[src/hw/rtl/sip_message_tokenizer_top_assert.svh]
// assertion macros shared by the tokenizer modules
`ifndef SIP_MESSAGE_TOKENIZER_TOP_ASSERT_SVH
`define SIP_MESSAGE_TOKENIZER_TOP_ASSERT_SVH
`ifndef SYNTHESIS
`define SIPT_ASSERT_ALWAYS(label, ck, rn, cond) \
    label: assert property (@(posedge ck) disable iff (!rn) (cond)) \
        else $error("sipt: check failed");
`define SIPT_ASSERT_NEXT(label, ck, rn, ante, cons) \
    label: assert property (@(posedge ck) disable iff (!rn) (ante) |=> (cons)) \
        else $error("sipt: check failed");
`else
`define SIPT_ASSERT_ALWAYS(label, ck, rn, cond)
`define SIPT_ASSERT_NEXT(label, ck, rn, ante, cons)
`endif
`endif

[src/hw/rtl/sipt_pkg.sv]
package sipt_pkg;

    localparam int OFS_W = 13;

    typedef enum logic [2:0] {
        EV_LINE_DONE = 3'd0,
        EV_URI       = 3'd1,
        EV_HDR_NAME  = 3'd2,
        EV_VALUE     = 3'd3,
        EV_ERROR     = 3'd4
    } ev_kind_t;

    typedef enum logic [1:0] {
        METH_NONE     = 2'd0,
        METH_REGISTER = 2'd1,
        METH_UNKNOWN  = 2'd2
    } method_t;

    typedef struct packed {
        ev_kind_t         kind;
        logic [OFS_W-1:0] token_start;
        logic [OFS_W-1:0] token_len;
        logic [OFS_W-1:0] key_start;
        logic [OFS_W-1:0] key_len;
        logic             key_given;
        method_t          method_kind;
        logic             version_ok;
    } event_t;

    localparam logic [7:0] CH_SPACE   = 8'h20;
    localparam logic [7:0] CH_NL      = 8'h0A;
    localparam logic [7:0] CH_COLON   = 8'h3A;
    localparam logic [7:0] CH_EQUAL   = 8'h3D;
    localparam logic [7:0] CH_SEMI    = 8'h3B;
    localparam logic [7:0] CH_COMMA   = 8'h2C;
    localparam logic [7:0] CH_LANGLE  = 8'h3C;
    localparam logic [7:0] CH_RANGLE  = 8'h3E;
    localparam logic [7:0] CH_LSQUARE = 8'h5B;
    localparam logic [7:0] CH_RSQUARE = 8'h5D;

    localparam int REG_WORD_LEN = 8;
    localparam int VER_WORD_LEN = 7;

    // "REGISTER"
    function automatic logic [7:0] reg_char(input logic [2:0] idx);
        logic [7:0] c;
        unique case (idx)
            3'd0: c = 8'h52;
            3'd1: c = 8'h45;
            3'd2: c = 8'h47;
            3'd3: c = 8'h49;
            3'd4: c = 8'h53;
            3'd5: c = 8'h54;
            3'd6: c = 8'h45;
            3'd7: c = 8'h52;
            default: c = 8'h00;
        endcase
        return c;
    endfunction

    // "SIP/2.0"
    function automatic logic [7:0] ver_char(input logic [2:0] idx);
        logic [7:0] c;
        unique case (idx)
            3'd0: c = 8'h53;
            3'd1: c = 8'h49;
            3'd2: c = 8'h50;
            3'd3: c = 8'h2F;
            3'd4: c = 8'h32;
            3'd5: c = 8'h2E;
            3'd6: c = 8'h30;
            default: c = 8'h00;
        endcase
        return c;
    endfunction

endpackage

[src/hw/rtl/sipt_in_stage.sv]
module sipt_in_stage (
    input  logic       clk,
    input  logic       rst_n,
    input  logic       in_valid,
    output logic       in_ready,
    input  logic [7:0] data_byte,
    input  logic       end_of_message,
    input  logic       drain,
    output logic       held_valid,
    output logic [7:0] held_byte,
    output logic       held_eom
);

    logic       valid_reg;
    logic       valid_next;
    logic [7:0] byte_reg;
    logic       eom_reg;

    assign in_ready = !valid_reg || drain;

    always_comb
    begin
        valid_next = valid_reg;
        if (in_ready)
        begin
            valid_next = in_valid;
        end
    end

    always_ff @(posedge clk or negedge rst_n)
    begin
        if (!rst_n)
        begin
            valid_reg <= 1'b0;
        end
        else
        begin
            valid_reg <= valid_next;
        end
    end

    always_ff @(posedge clk)
    begin
        if (in_valid && in_ready)
        begin
            byte_reg <= data_byte;
            eom_reg  <= end_of_message;
        end
    end

    assign held_valid = valid_reg;
    assign held_byte  = byte_reg;
    assign held_eom   = eom_reg;

endmodule

[src/hw/rtl/sipt_parser.sv]
`include "sip_message_tokenizer_top_assert.svh"

module sipt_parser #(
    parameter int MAX_MESSAGE_BYTES = 4096
) (
    input  logic             clk,
    input  logic             rst_n,
    input  logic             step,
    input  logic [7:0]       data_byte,
    input  logic             eom,
    output logic             ev_valid,
    output sipt_pkg::event_t ev
);

    localparam int POS_W = $clog2(MAX_MESSAGE_BYTES + 1);
    localparam logic [POS_W-1:0] MAX_POS = POS_W'(MAX_MESSAGE_BYTES);
    localparam logic [POS_W-1:0] REG_LEN = POS_W'(sipt_pkg::REG_WORD_LEN);
    localparam logic [POS_W-1:0] VER_LEN = POS_W'(sipt_pkg::VER_WORD_LEN);

    logic              req_line_reg, req_line_next;
    sipt_pkg::method_t method_reg, method_next;
    logic              uri_seen_reg, uri_seen_next;
    logic              ver_seen_reg, ver_seen_next;
    logic              hdr_seen_reg, hdr_seen_next;
    logic              key_seen_reg, key_seen_next;
    logic              brackets_reg, brackets_next;
    logic              halted_reg, halted_next;
    logic [POS_W-1:0]  pos_reg, pos_next;
    logic [POS_W-1:0]  tok_start_reg, tok_start_next;
    logic [POS_W-1:0]  key_start_reg, key_start_next;
    logic [POS_W-1:0]  key_len_reg, key_len_next;
    logic              reg_match_reg, reg_match_next;
    logic              ver_match_reg, ver_match_next;

    logic [POS_W-1:0]  tlen;
    logic              restart;
    logic              value_ev;
    sipt_pkg::ev_kind_t kind;
    logic [POS_W-1:0]  ev_ts, ev_tl, ev_ks, ev_kl;
    logic              ev_kg;
    logic              err_step;

    assign tlen = pos_reg - tok_start_reg;

    always_comb
    begin
        req_line_next   = req_line_reg;
        method_next     = method_reg;
        uri_seen_next   = uri_seen_reg;
        ver_seen_next   = ver_seen_reg;
        hdr_seen_next   = hdr_seen_reg;
        key_seen_next   = key_seen_reg;
        brackets_next   = brackets_reg;
        halted_next     = halted_reg;
        pos_next        = pos_reg;
        tok_start_next  = tok_start_reg;
        key_start_next  = key_start_reg;
        key_len_next    = key_len_reg;
        reg_match_next  = reg_match_reg;
        ver_match_next  = ver_match_reg;
        restart         = 1'b0;
        value_ev        = 1'b0;
        ev_valid        = 1'b0;
        kind            = sipt_pkg::EV_LINE_DONE;
        ev_ts           = '0;
        ev_tl           = '0;
        ev_ks           = '0;
        ev_kl           = '0;
        ev_kg           = 1'b0;

        if (!halted_reg && pos_reg < MAX_POS)
        begin
            priority if (data_byte == sipt_pkg::CH_SPACE)
            begin
                if (req_line_reg)
                begin
                    priority if (method_reg == sipt_pkg::METH_NONE)
                    begin
                        method_next = (reg_match_reg && tlen >= REG_LEN)
                            ? sipt_pkg::METH_REGISTER : sipt_pkg::METH_UNKNOWN;
                        restart = 1'b1;
                    end
                    else if (!uri_seen_reg)
                    begin
                        ev_valid      = 1'b1;
                        kind          = sipt_pkg::EV_URI;
                        ev_ts         = tok_start_reg;
                        ev_tl         = tlen;
                        uri_seen_next = 1'b1;
                        restart       = 1'b1;
                    end
                    else if (!ver_seen_reg)
                    begin
                        if (ver_match_reg && tlen >= VER_LEN)
                        begin
                            ver_seen_next = 1'b1;
                        end
                        restart = 1'b1;
                    end
                    else
                    begin
                        method_next = method_reg;
                    end
                end
            end
            else if (data_byte == sipt_pkg::CH_NL)
            begin
                if (req_line_reg)
                begin
                    if (!ver_seen_reg)
                    begin
                        if (ver_match_reg && tlen >= VER_LEN)
                        begin
                            ver_seen_next = 1'b1;
                        end
                        restart = 1'b1;
                    end
                    req_line_next = 1'b0;
                    ev_valid      = 1'b1;
                    kind          = sipt_pkg::EV_LINE_DONE;
                end
                else
                begin
                    value_ev      = 1'b1;
                    hdr_seen_next = 1'b0;
                    restart       = 1'b1;
                end
            end
            else if (!brackets_reg && data_byte == sipt_pkg::CH_COLON)
            begin
                if (!req_line_reg && !hdr_seen_reg)
                begin
                    ev_valid      = 1'b1;
                    kind          = sipt_pkg::EV_HDR_NAME;
                    ev_ts         = tok_start_reg;
                    ev_tl         = tlen;
                    hdr_seen_next = 1'b1;
                    restart       = 1'b1;
                end
            end
            else if (!brackets_reg && data_byte == sipt_pkg::CH_EQUAL)
            begin
                if (!key_seen_reg)
                begin
                    key_start_next = tok_start_reg;
                    key_len_next   = tlen;
                    key_seen_next  = 1'b1;
                    restart        = 1'b1;
                end
                else
                begin
                    ev_valid    = 1'b1;
                    kind        = sipt_pkg::EV_ERROR;
                    ev_ts       = pos_reg;
                    ev_ks       = key_start_reg;
                    ev_kl       = key_len_reg;
                    ev_kg       = 1'b1;
                    halted_next = 1'b1;
                end
            end
            else if (!brackets_reg && (data_byte == sipt_pkg::CH_SEMI ||
                                       data_byte == sipt_pkg::CH_COMMA))
            begin
                value_ev = 1'b1;
                restart  = 1'b1;
            end
            else if (data_byte == sipt_pkg::CH_LANGLE || data_byte == sipt_pkg::CH_LSQUARE)
            begin
                brackets_next = 1'b1;
            end
            else if (data_byte == sipt_pkg::CH_RANGLE || data_byte == sipt_pkg::CH_RSQUARE)
            begin
                brackets_next = 1'b0;
            end
            else
            begin
                brackets_next = brackets_reg;
            end

            if (value_ev)
            begin
                ev_valid      = 1'b1;
                kind          = sipt_pkg::EV_VALUE;
                ev_ts         = tok_start_reg;
                ev_tl         = tlen;
                key_seen_next = 1'b0;
                if (key_seen_reg)
                begin
                    ev_ks = key_start_reg;
                    ev_kl = key_len_reg;
                    ev_kg = 1'b1;
                end
            end

            if (restart)
            begin
                tok_start_next = pos_reg + POS_W'(1);
                reg_match_next = 1'b1;
                ver_match_next = 1'b1;
            end
            else
            begin
                if (tlen < REG_LEN && data_byte != sipt_pkg::reg_char(tlen[2:0]))
                begin
                    reg_match_next = 1'b0;
                end
                if (tlen < VER_LEN && data_byte != sipt_pkg::ver_char(tlen[2:0]))
                begin
                    ver_match_next = 1'b0;
                end
            end
            pos_next = pos_reg + POS_W'(1);
        end

        if (eom)
        begin
            req_line_next   = 1'b1;
            method_next     = sipt_pkg::METH_NONE;
            uri_seen_next   = 1'b0;
            ver_seen_next   = 1'b0;
            hdr_seen_next   = 1'b0;
            key_seen_next   = 1'b0;
            brackets_next   = 1'b0;
            halted_next     = 1'b0;
            pos_next        = '0;
            tok_start_next  = '0;
            key_start_next  = '0;
            key_len_next    = '0;
            reg_match_next  = 1'b1;
            ver_match_next  = 1'b1;
        end
    end

    // flags reported are those after this byte, before the end-of-message reset
    always_comb
    begin
        ev.kind        = kind;
        ev.token_start = sipt_pkg::OFS_W'(ev_ts);
        ev.token_len   = sipt_pkg::OFS_W'(ev_tl);
        ev.key_start   = sipt_pkg::OFS_W'(ev_ks);
        ev.key_len     = sipt_pkg::OFS_W'(ev_kl);
        ev.key_given   = ev_kg;
        ev.method_kind = method_reg;
        ev.version_ok  = ver_seen_reg;
        if (!halted_reg && pos_reg < MAX_POS && data_byte == sipt_pkg::CH_NL)
        begin
            ev.version_ok = ver_seen_reg || (req_line_reg && ver_match_reg &&
                                             tlen >= VER_LEN);
        end
    end

    always_ff @(posedge clk or negedge rst_n)
    begin
        if (!rst_n)
        begin
            req_line_reg   <= 1'b1;
            method_reg     <= sipt_pkg::METH_NONE;
            uri_seen_reg   <= 1'b0;
            ver_seen_reg   <= 1'b0;
            hdr_seen_reg   <= 1'b0;
            key_seen_reg   <= 1'b0;
            brackets_reg   <= 1'b0;
            halted_reg     <= 1'b0;
            pos_reg        <= '0;
            tok_start_reg  <= '0;
            key_start_reg  <= '0;
            key_len_reg    <= '0;
            reg_match_reg  <= 1'b1;
            ver_match_reg  <= 1'b1;
        end
        else if (step)
        begin
            req_line_reg   <= req_line_next;
            method_reg     <= method_next;
            uri_seen_reg   <= uri_seen_next;
            ver_seen_reg   <= ver_seen_next;
            hdr_seen_reg   <= hdr_seen_next;
            key_seen_reg   <= key_seen_next;
            brackets_reg   <= brackets_next;
            halted_reg     <= halted_next;
            pos_reg        <= pos_next;
            tok_start_reg  <= tok_start_next;
            key_start_reg  <= key_start_next;
            key_len_reg    <= key_len_next;
            reg_match_reg  <= reg_match_next;
            ver_match_reg  <= ver_match_next;
        end
    end

    assign err_step = step && ev_valid && kind == sipt_pkg::EV_ERROR && !eom;

    `SIPT_ASSERT_ALWAYS(a_pos_bound, clk, rst_n, pos_reg <= MAX_POS)
    `SIPT_ASSERT_ALWAYS(a_tok_before_pos, clk, rst_n, tok_start_reg <= pos_reg)
    `SIPT_ASSERT_NEXT(a_error_halts, clk, rst_n, err_step, halted_reg)

endmodule

[src/hw/rtl/sipt_out_stage.sv]
module sipt_out_stage (
    input  logic                           clk,
    input  logic                           rst_n,
    input  logic                           load,
    input  sipt_pkg::event_t               ev,
    output logic                           out_valid,
    input  logic                           out_ready,
    output logic [2:0]                     event_kind,
    output logic [sipt_pkg::OFS_W-1:0]     token_start,
    output logic [sipt_pkg::OFS_W-1:0]     token_len,
    output logic [sipt_pkg::OFS_W-1:0]     key_start,
    output logic [sipt_pkg::OFS_W-1:0]     key_len,
    output logic                           key_given,
    output logic [1:0]                     method_kind,
    output logic                           version_ok
);

    logic             valid_reg;
    logic             valid_next;
    sipt_pkg::event_t ev_reg;

    always_comb
    begin
        priority if (load)
        begin
            valid_next = 1'b1;
        end
        else if (out_ready)
        begin
            valid_next = 1'b0;
        end
        else
        begin
            valid_next = valid_reg;
        end
    end

    always_ff @(posedge clk or negedge rst_n)
    begin
        if (!rst_n)
        begin
            valid_reg <= 1'b0;
        end
        else
        begin
            valid_reg <= valid_next;
        end
    end

    always_ff @(posedge clk)
    begin
        if (load)
        begin
            ev_reg <= ev;
        end
    end

    assign out_valid   = valid_reg;
    assign event_kind  = ev_reg.kind;
    assign token_start = ev_reg.token_start;
    assign token_len   = ev_reg.token_len;
    assign key_start   = ev_reg.key_start;
    assign key_len     = ev_reg.key_len;
    assign key_given   = ev_reg.key_given;
    assign method_kind = ev_reg.method_kind;
    assign version_ok  = ev_reg.version_ok;

endmodule

[src/hw/rtl/sip_message_tokenizer_top.sv]
// a byte passes the input register, the parser and the result register that drives out_valid
// throughput: one byte per cycle if not stalled; single-pass parser between input/result regs
// a byte that yields a request waits while an unaccepted request sits in the result register
// bytes that cause no request are consumed without occupying the result register
// reset: rst_n asynchronous, active low; clears handshake flags and all parser state
// end_of_message returns the parser state to its reset values after that byte
`include "sip_message_tokenizer_top_assert.svh"

module sip_message_tokenizer_top #(
    parameter int MAX_MESSAGE_BYTES = 4096
) (
    input  logic                       clk,
    input  logic                       rst_n,
    input  logic                       in_valid,
    output logic                       in_ready,
    input  logic [7:0]                 data_byte,
    input  logic                       end_of_message,
    output logic                       out_valid,
    input  logic                       out_ready,
    output logic [2:0]                 event_kind,
    output logic [sipt_pkg::OFS_W-1:0] token_start,
    output logic [sipt_pkg::OFS_W-1:0] token_len,
    output logic [sipt_pkg::OFS_W-1:0] key_start,
    output logic [sipt_pkg::OFS_W-1:0] key_len,
    output logic                       key_given,
    output logic [1:0]                 method_kind,
    output logic                       version_ok
);

    logic             held_valid;
    logic [7:0]       held_byte;
    logic             held_eom;
    logic             step;
    logic             ev_valid;
    sipt_pkg::event_t ev;
    logic             load;
    logic             keys_clear;

    assign step = held_valid && (!ev_valid || !out_valid || out_ready);
    assign load = step && ev_valid;

    sipt_in_stage u_in (
        .clk            (clk),
        .rst_n          (rst_n),
        .in_valid       (in_valid),
        .in_ready       (in_ready),
        .data_byte      (data_byte),
        .end_of_message (end_of_message),
        .drain          (step),
        .held_valid     (held_valid),
        .held_byte      (held_byte),
        .held_eom       (held_eom)
    );

    sipt_parser #(
        .MAX_MESSAGE_BYTES (MAX_MESSAGE_BYTES)
    ) u_parser (
        .clk       (clk),
        .rst_n     (rst_n),
        .step      (step),
        .data_byte (held_byte),
        .eom       (held_eom),
        .ev_valid  (ev_valid),
        .ev        (ev)
    );

    sipt_out_stage u_out (
        .clk         (clk),
        .rst_n       (rst_n),
        .load        (load),
        .ev          (ev),
        .out_valid   (out_valid),
        .out_ready   (out_ready),
        .event_kind  (event_kind),
        .token_start (token_start),
        .token_len   (token_len),
        .key_start   (key_start),
        .key_len     (key_len),
        .key_given   (key_given),
        .method_kind (method_kind),
        .version_ok  (version_ok)
    );

    assign keys_clear = (key_start == '0) && (key_len == '0);

    `SIPT_ASSERT_ALWAYS(a_kind_range, clk, rst_n, !out_valid || event_kind <= 3'd4)
    `SIPT_ASSERT_ALWAYS(a_no_key_zero, clk, rst_n, !out_valid || key_given || keys_clear)
    `SIPT_ASSERT_ALWAYS(a_stall_no_load, clk, rst_n, !(out_valid && !out_ready) || !load)
    `SIPT_ASSERT_NEXT(a_stall_holds_request, clk, rst_n, out_valid && !out_ready, out_valid)

endmodule
[config.mk]
export PLATFORM = sky130hd
export DESIGN_NAME = sip_message_tokenizer_top
export DESIGN_NICKNAME = d
export VERILOG_FILES = /design/src/hw/rtl/sipt_pkg.sv /design/src/hw/rtl/sipt_in_stage.sv /design/src/hw/rtl/sipt_parser.sv /design/src/hw/rtl/sipt_out_stage.sv /design/src/hw/rtl/sip_message_tokenizer_top.sv
export VERILOG_INCLUDE_DIRS = /design/src /design/src/hw/rtl
export SDC_FILE = /design/constraint.sdc
export NUM_CORES = 1
export LEC_CHECK = 0
export BUFFER_PORTS_ARGS = -buffer_cell sky130_fd_sc_hd__buf_4
export CAP_MARGIN = 20
export CORE_MARGIN = 4
export CORE_UTILIZATION = 60
export DETAILED_ROUTE_END_ITERATION = 8
export MAX_ROUTING_LAYER = met4
export PLACE_DENSITY = 0.84
export SYNTH_ARGS = -nofsm -noshare
export SYNTH_HDL_FRONTEND = slang
export SYNTH_SLANG_ARGS = --single-unit
[constraint.sdc]
create_clock -name clk -period 7.82 [get_ports clk]
set_clock_uncertainty 0.1 [all_clocks]
set_input_delay 0 -clock clk [delete_from_list [all_inputs] [get_ports clk]]
set_output_delay 0 -clock clk [all_outputs]
set_load 0.02 [all_outputs]
# After elaboration in Yosys (flattened, before gate mapping)
# Memory sizes are Yosys's and may differ from the RTL's.
# Index checks and enable logic that the tools add are counted.
[totals]
ff_bits = 133
rom_bits = 40
out_inout_bits = 61
wordCells = 295
n_memories = 1
[memory_table]
columns = ["name", "depth", "width", "rd", "rd_ports_with_merged_regs", "write_ports", "line_no", "source"]
rows = [
  ["(no name shown)", 8, 5, 1, 0, 0, "sipt_pkg.sv:47", "unique case (idx)"],
]
[classes]
add_sub_neg = 2
magnitude_cmp = 5
n_eq_ne = 31
n_mux = 167
bitwise = 1
reduce_logical = 61
[op_table]
columns = ["op", "count"]
rows = [
  ["2-to-1 mux 13 bit", 51],
  ["2-to-1 mux 1 bit", 96],
  ["equality test 8 x 6 -> 1 bit (second input constant)", 7],
  ["case mux 7 bit (7 select lines)", 1],
  ["2-to-1 mux 8 bit", 4],
  ["2-to-1 mux 3 bit", 7],
  ["nonzero test 3 bit", 7],
  ["AND reduction 6 bit", 3],
  ["nonzero test 2 bit", 9],
  ["equality test 8 x 7 -> 1 bit (second input constant)", 2],
  ["2-to-1 mux 2 bit", 8],
  ["inequality test 8 bit", 2],
  ["logical AND 1 bit", 15],
  ["inequality test 3 bit (second input constant)", 5],
  ["inequality test 2 bit (second input constant)", 7],
  ["AND reduction 7 bit", 2],
  ["adder 13 x 1 -> 13 bit (second input constant)", 1],
  [">= comparator 13 x 3 -> 1 bit (second input constant)", 1],
  [">= comparator 13 x 4 -> 1 bit (second input constant)", 1],
  ["< comparator 13 bit (second input constant)", 1],
  ["< comparator 13 x 3 -> 1 bit (second input constant)", 1],
  ["< comparator 13 x 4 -> 1 bit (second input constant)", 1],
  ["subtractor 13 bit", 1],
  ["AND reduction 5 bit", 2],
  ["15 further kinds", 32],
]

# Logic depth before layout (Yosys ltp)
# Gate-level depths: netlist (run 1).
[logic_depth]
depth_word = 17
mapped_depth = 12
ltp_nobuf = 12

# Modules after synthesis
# A second synthesis (run 1) with hierarchy kept.
[unflattened]
cells_unflattened = 630
area_unflattened_um2 = 6721.4
[by_module_without_submodules]
columns = ["mod", "instances", "cells_per_inst", "area_each_um2", "seq_area_each_um2"]
rows = [
  ["sipt_parser", 1, 551, 4556.9, 1580.3],
  ["sipt_out_stage", 1, 62, 1808.0, 1796.7],
  ["sipt_in_stage", 1, 13, 324.1, 295.3],
  ["sip_message_tokenizer_top", 1, 4, 32.5, 0.0],
]

# Least setup slack after synthesis (run 1)
# Ideal clock, no wire load.
[synth_timing]
path_type = "register to register"
from = "reg u_in.byte_reg[5], in the netlist u_in.held_byte[5]"
to = "reg u_out.ev_reg, in the netlist u_out.event_kind[0], enable pin"
arrival_time_ps = 4140
slack_ps = 3104
path_stages_with_launch = 8
n_path_buf = 0
cell_sequence = "edfxtp_1 > inv_2 > or3_4 > nor4_4 > a21oi_1 > o21ai_0 > nor2_1 > nor2_1"
[synth_via]
elab_chain_cells = 16
[synth_lines]
columns = ["item", "line_no", "source"]
rows = [
  ["start: declaration", "sipt_in_stage.sv:16", "logic [7:0] byte_reg;"],
  ["start signal: assignment", "sipt_in_stage.sv:46", "byte_reg <= data_byte;"],
  ["equality test 8 x 6 -> 1 bit (on tied branches)", "sipt_parser.sv:161, sipt_parser.sv:162", ""],
  ["logical OR 1 bit", "sipt_parser.sv:161", "else if (!brackets_reg && (data_byte == sipt_pkg::CH_SEMI ||"],
  ["logical AND 1 bit", "sipt_parser.sv:161", ""],
  ["2-to-1 mux 1 bit", "sipt_parser.sv:161", ""],
  ["2-to-1 mux 1 bit", "sipt_parser.sv:141", "else if (!brackets_reg && data_byte == sipt_pkg::CH_EQUAL)"],
  ["2-to-1 mux 1 bit", "sipt_parser.sv:129", "else if (!brackets_reg && data_byte == sipt_pkg::CH_COLON)"],
  ["2-to-1 mux 1 bit", "sipt_parser.sv:106", "else if (data_byte == sipt_pkg::CH_NL)"],
  ["2-to-1 mux 1 bit", "sipt_parser.sv:73", "priority if (data_byte == sipt_pkg::CH_SPACE)"],
  ["2-to-1 mux 1 bit", "sipt_parser.sv:71", "if (!halted_reg && pos_reg < MAX_POS)"],
  ["2-to-1 mux 1 bit (*)", "sipt_parser.sv:180", "if (value_ev)"],
  ["2-to-1 mux 1 bit (*)", "sipt_parser.sv:71", ""],
  ["logical NOT 1 bit", "sip_message_tokenizer_top.sv:39", "assign step = held_valid && (!ev_valid || !out_valid || out_ready);"],
  ["logical OR 1 bit (2 in series)", "sip_message_tokenizer_top.sv:39", ""],
  ["logical AND 1 bit", "sip_message_tokenizer_top.sv:39", ""],
  ["logical AND 1 bit (*)", "n/a", ""],
  ["via load", "sip_message_tokenizer_top.sv:36", "logic load;"],
  ["end signal: assignment", "sipt_out_stage.sv:54", "ev_reg <= ev;"],
  ["end: declaration", "sipt_out_stage.sv:20", "sipt_pkg::event_t ev_reg;"],
]
# Mark *: on every way through the listed nets, which the timed path passes. The rest lies on a longest branch. The select of a mux whose other input is x is not followed.
# A chain may end at the register's enable or synchronous reset.

# Final worst setup path (run 1)
[layout_timing]
from = "reg u_in.byte_reg[1], in the netlist u_in.held_byte[1]"
to = "reg u_out.ev_reg, in the netlist u_out.token_start[2], enable pin"
# The elaborated chain is that of the path after synthesis.

==> impl_results.md, run 1 <==
- Layout overhead on the synthesized area: 19.69%
- Root Buffer Master: sky130_fd_sc_hd__clkbuf_16
- Number of violations reported at the end of detailed-routing iteration 0: ~520
- Total length of routed wires: between 15000 and 20000 µm
- CTS hold repair buffers: 12
- CP max FO: 59
- Actual slew at the worst max-slew pin: between 1000 and 1500 ps
- Part of the cycle the worst path needs: 0.4408
- CTS clk-pin slew, worst paths: 60 ps
- Overall die height: between 100 and 150 µm
- Placement Rows: 38
- Worst EP required: about 7800 ps
- Filler cell count: 728
- Fraction of layout cells with a size suffix above 1: 0.1978
- TNS Setup: 0 ps
- Core area: ~0.011 mm²
- Slew Limit Fails: 0
- Setup repair after global routing missed its margin: false
- Count of endpoints failing hold in the final timing report: 0
- Count of port buffers added during placement: 73
- Outcome: complete, no violations
- Number of flops mapped to enable cells by yosys: 68
- Mean cell area of the mapped netlist: 10.87 µm²
- Router iterations before antenna repair: 5
- Number of sinks handled by clock tree synthesis: between 100 and 150
- Count of cell types in the netlist: 69
- CTS tree: done
- Post-Synthesis Cell Area: roughly 0.007 mm²
- Arrival time of the worst setup path: around 3400 ps
- Detail-routed via count per cell: between 6 and 7
- Area of all placed cells without fillers: 0.008223 mm²
- Clock latency of the later-clocked register in the worst-skew pair: between 400 and 500 ps
- Post-placement cell area: 0.007500 mm²
- Total nets after synthesis: ~660
- Synth warn: 0
- Final period demand of the worst path: 3447 ps
- Fraction of registers with async set or reset after synthesis: 0.4887
- Hpwl dp: approximately 11000 µm
- Multi-input combinational cell area: between 0.002 and 0.003 mm²
- H-tree depth reported by CTS: 4
- Area of the die: approximately 0.013 mm²
- Antenna violations before repair: 0
- Worst reg2reg path depth: 8
- Sequential share of the synthesized area: 0.5345
- Register-to-Register Setup Slack: 4370 ps
- Total setup buffers inserted after CTS: 0
- Post-DRT Antenna Nets: 0
- Inserted Clock Buffers: 17
- Synth Instances: 632
- Top achievable clock speed: a little under 300 MHz
- Standby leakage power: 0.003284 µW
- Critical path class: flop to flop
- Wire per inst: between 15 and 20 µm
- Initial Util: 0.6228
- DRC violations left: 0
- R2r startpoint: u_in.held_byte[1]$_DFFE_PP_
- Boundary Pins: 74
- Layout net count: 741
- Maximum vdd ir drop: 163.0 µV
- Power density over the cells: between 200 and 300 mW/mm²
- Global-route usage over all layers: 0.2577
- Critical path capture point type: flop
- Worst setup SP type: flop
- CTS-repair resized insts: 0
- Final setup violation count: 0
- Vias: approximately 5200
- Register bit count reported by yosys: about 130
- Number of global-route vias before repair: between 5000 and 6000
- Pin count of the biggest net entering global routing: 66
- Remaining max-slew budget at the tightest pin: 0.2314
- Number of diodes: 0
- Share of the core filled with cells in the final layout: 0.7455
- Sequential cell area in the final layout: between 0.003 and 0.004 mm²
- Residual overflow from global routing: 0
- Worst hold-check path type: primary input to async pin
- Post-layout power: 2069 µW
- Max-cap violation count: 0
- Wire length of the first global-routing pass: 25700 µm
- Clock Path Buffers: 2
- DIE WIDTH: around 120 µm
- Final weighted congestion in routability-driven placement: between 0.9 and 1
- Endpoint of the lowest-slack register-to-register path: u_out.token_start[2]$_SDFFCE_PN0P_
- Most used DFF post-synth: sky130_fd_sc_hd__edfxtp_1
-- kinds of logic after synthesis --
family / share of synthesized area
simple gates: 0.1832
compound gates: 0.1477
mux: 0.02950
flops: 0.5345
buf+inv: 0.03697
xor+xnor: 0.03424
fa+ha+maj: 0.03387
-- layer usage --
layer	routed length [µm]	share of wire	global-route usage	vias to the layer above
met5	0	0	-	-
met4	251	0.016	0.07746	0
met3	1166	0.073	0.05158	26
met2	7694	0.48	0.4039	215
met1	6836	0.43	0.3429	2524
li1	-	-	-	2472
-- critical path, stage by stage (launching register included) --
cell	delay [ps]
sky130_fd_sc_hd__edfxtp_1	620
sky130_fd_sc_hd__nor2b_1	510
sky130_fd_sc_hd__nand3_1	210
sky130_fd_sc_hd__nor4_4	280
sky130_fd_sc_hd__a21oi_1	110
sky130_fd_sc_hd__o21ai_0	340
sky130_fd_sc_hd__nor2_1	160
sky130_fd_sc_hd__nor2_4	100
sky130_fd_sc_hd__buf_4	590
-- where the power goes --
part | internal [µW] | total [µW] | switching (µW)
logic | 171 | 440 | 270
registers | 775 | 813 | 38.3
clock network | 503 | 816 | 313
total | 1450 | 2070 | 621
-- synth_stat cells, types with 5 or more instances --
cell / count / area share
sky130_fd_sc_hd__o21a_1: 9 / 0.0098
sky130_fd_sc_hd__edfxtp_1: 68 / 0.30
sky130_fd_sc_hd__o31ai_1: 27 / 0.030
sky130_fd_sc_hd__and2_1: 30 / 0.027
sky130_fd_sc_hd__nand4_1: 6 / 0.0055
sky130_fd_sc_hd__nor2_1: 42 / 0.023
sky130_fd_sc_hd__nor3_1: 13 / 0.0095
sky130_fd_sc_hd__nand3_1: 17 / 0.012
sky130_fd_sc_hd__xnor2_1: 10 / 0.013
sky130_fd_sc_hd__xor2_1: 15 / 0.019
sky130_fd_sc_hd__o21ai_0: 23 / 0.017
sky130_fd_sc_hd__buf_2: 14 / 0.010
sky130_fd_sc_hd__a41oi_1: 6 / 0.0076
sky130_fd_sc_hd__nand2_1: 69 / 0.038
sky130_fd_sc_hd__and3_1: 5 / 0.0046
sky130_fd_sc_hd__ha_1: 17 / 0.031
sky130_fd_sc_hd__inv_1: 26 / 0.014
sky130_fd_sc_hd__a31oi_1: 6 / 0.0055
sky130_fd_sc_hd__a21o_1: 7 / 0.0076
sky130_fd_sc_hd__a21oi_1: 21 / 0.015
sky130_fd_sc_hd__nor3b_1: 5 / 0.0055
sky130_fd_sc_hd__dfrtp_1: 62 / 0.23
sky130_fd_sc_hd__o21ai_1: 15 / 0.011
sky130_fd_sc_hd__nand2b_1: 7 / 0.0064
sky130_fd_sc_hd__nor4_1: 5 / 0.0046
sky130_fd_sc_hd__mux2_1: 14 / 0.023
sky130_fd_sc_hd__nor2b_1: 10 / 0.0091
sky130_fd_sc_hd__clkbuf_1: 13 / 0.0071
-- per-stage QoR --
stage / hold slack [ps] / worst slack (ps) / instances
after floorplan: -395.6 / 3104 / 632
after global placement: 41.50 / 4532 / 819
after detailed placement: 48.57 / 4429 / 819
after CTS: 168.5 / 4423 / 863
after global routing: 197.0 / 4196 / 863
final: 130.8 / 4373 / 863
-- placed cells by master, fill, tap and decap left out, drive strengths merged, types with 3 or more instances in the layout --
master / count
a21oi: 21
o21a: 9
nor4: 6
a21o: 7
o21ai: 38
o31ai: 27
nor4b: 5
o22ai: 4
dfstp: 3
inv: 31
xnor2: 11
clkinvlp: 4
or2: 3
nand4: 6
or4: 3
o21ba: 4
nand3b: 3
a31oi: 6
nor3: 14
nand2: 70
and2: 30
nand2b: 7
dlygate4sd3: 12
edfxtp: 68
clkbuf: 17
ha: 17
a2111oi: 3
xor2: 15
a211oi: 4
nor3b: 5
nor2b: 10
bufinv: 3
a41oi: 6
mux2: 18
buf: 77
and3: 5
clkinv: 4
dfrtp: 62
nand3: 17
nor2: 42
-- final cells by class --
type	count	share of cell area
flip-flops and latches	133	0.4466
multi-input cells	442	0.3615
repair buffers	89	0.08491
clock buffers	17	0.05173
clock inverters	15	0.02161
well taps	140	0.02130
inverters	27	0.01232
-- worst max path at each step --
stage,endpoint,cells after the start,slack (ps),from
6_report,u_out.token_start[2]$_SDFFCE_PN0P_,8,4370,u_in.held_byte[1]$_DFFE_PP_
5_1_grt,u_out.key_start[0]$_SDFFCE_PN0P_,8,4200,u_in.held_byte[1]$_DFFE_PP_
4_1_cts,u_out.key_start[1]$_SDFFCE_PN0P_,8,4420,u_in.held_byte[1]$_DFFE_PP_
3_5_place_dp,u_out.token_len[1]$_SDFFCE_PN0P_,8,4430,u_in.held_byte[1]$_DFFE_PP_
3_3_place_gp,u_out.token_start[5]$_SDFFCE_PN0P_,8,4530,u_in.held_byte[1]$_DFFE_PP_
2_1_floorplan,u_out.event_kind[0]$_SDFFCE_PN0P_,7,3100,u_in.held_byte[5]$_DFFE_PP_
No activity file was read; power rests on OpenSTA's default activity.
==> run 2, diff against run 1 <==
--- a/config.mk
+++ b/config.mk
@@ -6,13 +6,14 @@
 export SDC_FILE = /design/constraint.sdc
 export NUM_CORES = 1
 export LEC_CHECK = 0
+export ABC_AREA = 1
 export BUFFER_PORTS_ARGS = -buffer_cell sky130_fd_sc_hd__buf_4
 export CAP_MARGIN = 20
 export CORE_MARGIN = 4
-export CORE_UTILIZATION = 60
+export CORE_UTILIZATION = 53
 export DETAILED_ROUTE_END_ITERATION = 8
 export MAX_ROUTING_LAYER = met4
-export PLACE_DENSITY = 0.84
+export PLACE_DENSITY = 0.79
 export SYNTH_ARGS = -nofsm -noshare
 export SYNTH_HDL_FRONTEND = slang
 export SYNTH_SLANG_ARGS = --single-unit
==> constraint.sdc (replaced) <==
create_clock -name clk -period 3.15 [get_ports clk]
set_clock_uncertainty 0.1 [all_clocks]
set_input_delay 0 -clock clk [delete_from_list [all_inputs] [get_ports clk]]
set_output_delay 0 -clock clk [all_outputs]
set_load 0.02 [all_outputs]
==> run 2 against run 1 <==
  * Clock power increased to 2.5 times the previous value
  * Total power increased to 2.8 times the previous value
  * Count of clock-buffer cells in the layout increased by 1
  * Fmax increased by 19%
  * Design area increased by 3.9%
==> impl_results.md, run 2 <==
- Register bit count reported by yosys: 133 (unchanged)
- Detail Route met3 WL: 1310 µm (+12%)
- Worst hold-check path type: primary input to async pin
- Post-placement cell area: 0.007804 mm² (+4.1%)
- Post-synth top cells: sky130_fd_sc_hd__nand2_1, sky130_fd_sc_hd__inv_1, sky130_fd_sc_hd__nor2_1
- Wire per inst: 15.20 µm (-18%)
- Post-DRT Antenna Nets: 0 (unchanged)
- Vias: 5871 (+12%)
- H-tree depth reported by CTS: 4 (unchanged)
- DIE WIDTH: 122.9 µm (+6.9%)
- Final setup violation count: 0 (unchanged)
- Pre-CTS setup slack: 301.9 ps (-4127 ps)
- CP peak stage delay: 490 ps (-130 ps)
- Final worst slack: 255.9 ps (-4117 ps)
- Synth warn: 0 (unchanged)
- Top achievable clock speed: 345.5 MHz (+19%)
- Post-Synthesis Cell Area: 0.006997 mm² (+1.8%)
- Area of all placed cells without fillers: 0.008547 mm² (+3.9%)
- Total nets after synthesis: 857 (+29%)
- Critical path capture point type: flop
- Part of the cycle the worst path needs: 0.9188 (+0.4780)
- Wire length of the first global-routing pass: 27320 µm (+6.3%)
- Worst reg2reg path depth: 12 (+4)
- Number of violations reported at the end of detailed-routing iteration 0: 580 (+12%)
- Number of global-route vias before repair: 5585 (+11%)
- Layout net count: 959 (+29%)
- Inserted Clock Buffers: 17 (unchanged)
- Arrival time of the worst setup path: 2970 ps (-430 ps)
- Top post-synthesis cells by area: sky130_fd_sc_hd__edfxtp_1, sky130_fd_sc_hd__dfrtp_1, sky130_fd_sc_hd__nand2_1
- Area of the die: 0.01510 mm² (+14%)
- Fraction of layout cells with a size suffix above 1: 0.1541 (-0.04370)
- Core area: 0.01277 mm² (+16%)
- Final weighted congestion in routability-driven placement: 0.9422 (-0.53%)
- Overall die height: 122.9 µm (+6.9%)
- Number of sinks handled by clock tree synthesis: 133 (unchanged)
- Final hold slack: 128.4 ps (-2.436 ps)
- R2r startpoint: u_parser.pos_reg[0]$_DFFE_PN0P_
- Detail-routed via count per cell: 5.275 (-13%)
- Count of cell types in the netlist: 44 (-36%)
- Highest routed layer: met4
- Boundary Pins: 74 (unchanged)
- Placement Rows: 41 (+7.9%)
- Clock Path Buffers: 2 (unchanged)
- Max-cap violation count: 0 (unchanged)
- CP max FO: 4 (-93%)
- Number of flops mapped to enable cells by yosys: 68 (unchanged)
- Synth Instances: 826 (+31%)
- Library cell with the highest instance count after synthesis: sky130_fd_sc_hd__nand2_1
- Worst EP required: 3230 ps (-4540 ps)
- Filler cell count: 1018 (+40%)
- Standby leakage power: 0.003956 µW (+20%)
- Outcome: complete, no violations
- Residual overflow from global routing: 0 (unchanged)
- Fraction of synthesized cell area taken by the top area cell type: 0.2918 (-0.005368)
- Pin count of the biggest net entering global routing: 66 (unchanged)
- CTS clk-pin slew, worst paths: 60 ps (about the same)
- Critical path class: flop to flop
- Critical path cell sequence: inv_1 > ha_1 > inv_1 > fa_1 > nand3_1 > nand3_1 > xnor2_1 > nand2_1 > a31oi_1 > nand4_1 > nand4_1 > nand2_1
- Slew Limit Fails: 0 (unchanged)
- Hpwl dp: 11840 µm (+13%)
- DRC violations left: 0 (unchanged)
- Endpoint of the lowest-slack register-to-register path: u_out.version_ok$_DFFE_PP_
- CTS tree: done
- Sequential share of the synthesized area: 0.5249 (-0.009654)
- Remaining max-slew budget at the tightest pin: 0.4443 (+0.2129)
- Clock latency of the later-clocked register in the worst-skew pair: 420 ps (about the same)
- Most used DFF post-synth: sky130_fd_sc_hd__edfxtp_1
- Count of endpoints failing hold in the final timing report: 0 (unchanged)
- Largest area contributor in the synthesized netlist: sky130_fd_sc_hd__edfxtp_1
- Count of port buffers added during placement: 73 (unchanged)
- Fraction of registers with async set or reset after synthesis: 0.4887 (unchanged)
- Commonest non-fill, non-tap cells in the layout: sky130_fd_sc_hd__nand2_1, sky130_fd_sc_hd__inv_1, sky130_fd_sc_hd__buf_4
- Most common cell after layout, fill and taps aside: sky130_fd_sc_hd__nand2_1
- TNS Setup: 0 ps (unchanged)
- Critical-path cell with the highest stage delay: sky130_fd_sc_hd__fa_1
- Total length of routed wires: 16920 µm (+6.1%)
- Global-route usage over all layers: 0.2438 (-0.01384)
- Register-to-Register Setup Slack: 260 ps (-4120 ps)
- Layout overhead on the synthesized area: 22.16%
- Sum of routed wire segments on met1: 7312 µm (+7.0%)
- Initial Util: 0.5478 (-0.07509)
- Maximum vdd ir drop: 343.5 µV (+110%)
- Mean cell area of the mapped netlist: 8.471 µm² (-22%)
- Antenna violations before repair: 0 (unchanged)
- Setup repair after global routing missed its margin: false
- Worst setup SP type: flop
- Number of diodes: 0 (unchanged)
- Detailed route wirelength on metal2: 7960 µm (+3.5%)
- Root Buffer Master: sky130_fd_sc_hd__clkbuf_16
- Final period demand of the worst path: 2894 ps (-552.8 ps)
- Post-layout power: 5824 µW (+180%)
- Actual slew at the worst max-slew pin: 833.6 ps (-316.8 ps)
- Power density over the cells: 681.4 mW/mm² (+170%)
- Router iterations before antenna repair: 6 (+1)
==> run 2: cell type report <==
cell class	instances	area, µm²	area share
clock inverters	14	183.9	0.02152
multi-input cells	515	2611	0.3055
inverters	156	589.3	0.06895
repair buffers	105	845.8	0.09896
well taps	172	215.2	0.02518
flip-flops and latches	133	3672	0.4297
clock buffers	18	429.2	0.05021
==> run 2: cell families after synthesis <==
logic type      Yosys count  share of synthesized area
flops                   133                     0.5249
buf+inv                 178                     0.1019
xor+xnor                 11                    0.01377
simple gates            368                     0.2309
fa+ha+maj                18                    0.03326
compound gates          118                    0.09531
==> run 2: how the worst max path moves through the flow <==
stage,to,startpoint,slack [ps],depth (start not counted)
3_5_place_dp,u_parser.method_reg[1]$_DFFE_PN0P_,u_parser.pos_reg[0]$_DFFE_PN0P_,300,15
2_1_floorplan,u_out.event_kind[0]$_SDFFCE_PN0P_,u_in.held_byte[7]$_DFFE_PP_,180,12
4_1_cts,u_parser.method_reg[1]$_DFFE_PN0P_,u_parser.pos_reg[0]$_DFFE_PN0P_,250,15
5_1_grt,u_out.version_ok$_DFFE_PP_,u_parser.pos_reg[0]$_DFFE_PN0P_,3,12
6_report,u_out.version_ok$_DFFE_PP_,u_parser.pos_reg[0]$_DFFE_PN0P_,260,12
3_3_place_gp,u_out.version_ok$_DFFE_PP_,u_parser.pos_reg[0]$_DFFE_PN0P_,390,12
==> run 2: stage by stage <==
| step | std cells | utilization |
|---|---|---|
| after floorplan | 826 | - |
| after CTS | 1113 | 0.6691 |
| after global routing | 1113 | 0.6691 |
| after detailed placement | 1068 | 0.6109 |
| final | 1113 | 0.6691 |
| after global placement | 1068 | 0.6109 |
==> run 2: repair_timing <==
action	4_1_cts	5_1_grt
hold buffers	13	0
gates resized for setup	0	1
buffers inserted	0	0
endpoints found under the hold margin	73	0
endpoints found under the setup margin	0	2
==> run 2: worst max-delay path: cells and delay by family, from the launching register on <==
kind,cells,cell delay (ps)
flip-flops,1,410
XOR/XNOR,1,330
buffers and inverters,2,180
AND/OR/NAND/NOR,6,790
adder cells (fa/ha/maj),2,630
AO/OA/AOI/OAI,1,210
==> run 2: routing by layer <==
| metal | vias up | GRT usage |
|---|---|---|
| met4 | 0 | 0.09167 |
| met2 | 262 | 0.3721 |
| met3 | 37 | 0.05489 |
| li1 | 2890 | - |
| met5 | - | - |
| met1 | 2682 | 0.3213 |
==> run 2: power by group <==
part,switching (µW),internal [µW]
sequential,87.8,1970
combinational,1140,579
clock,733,1320
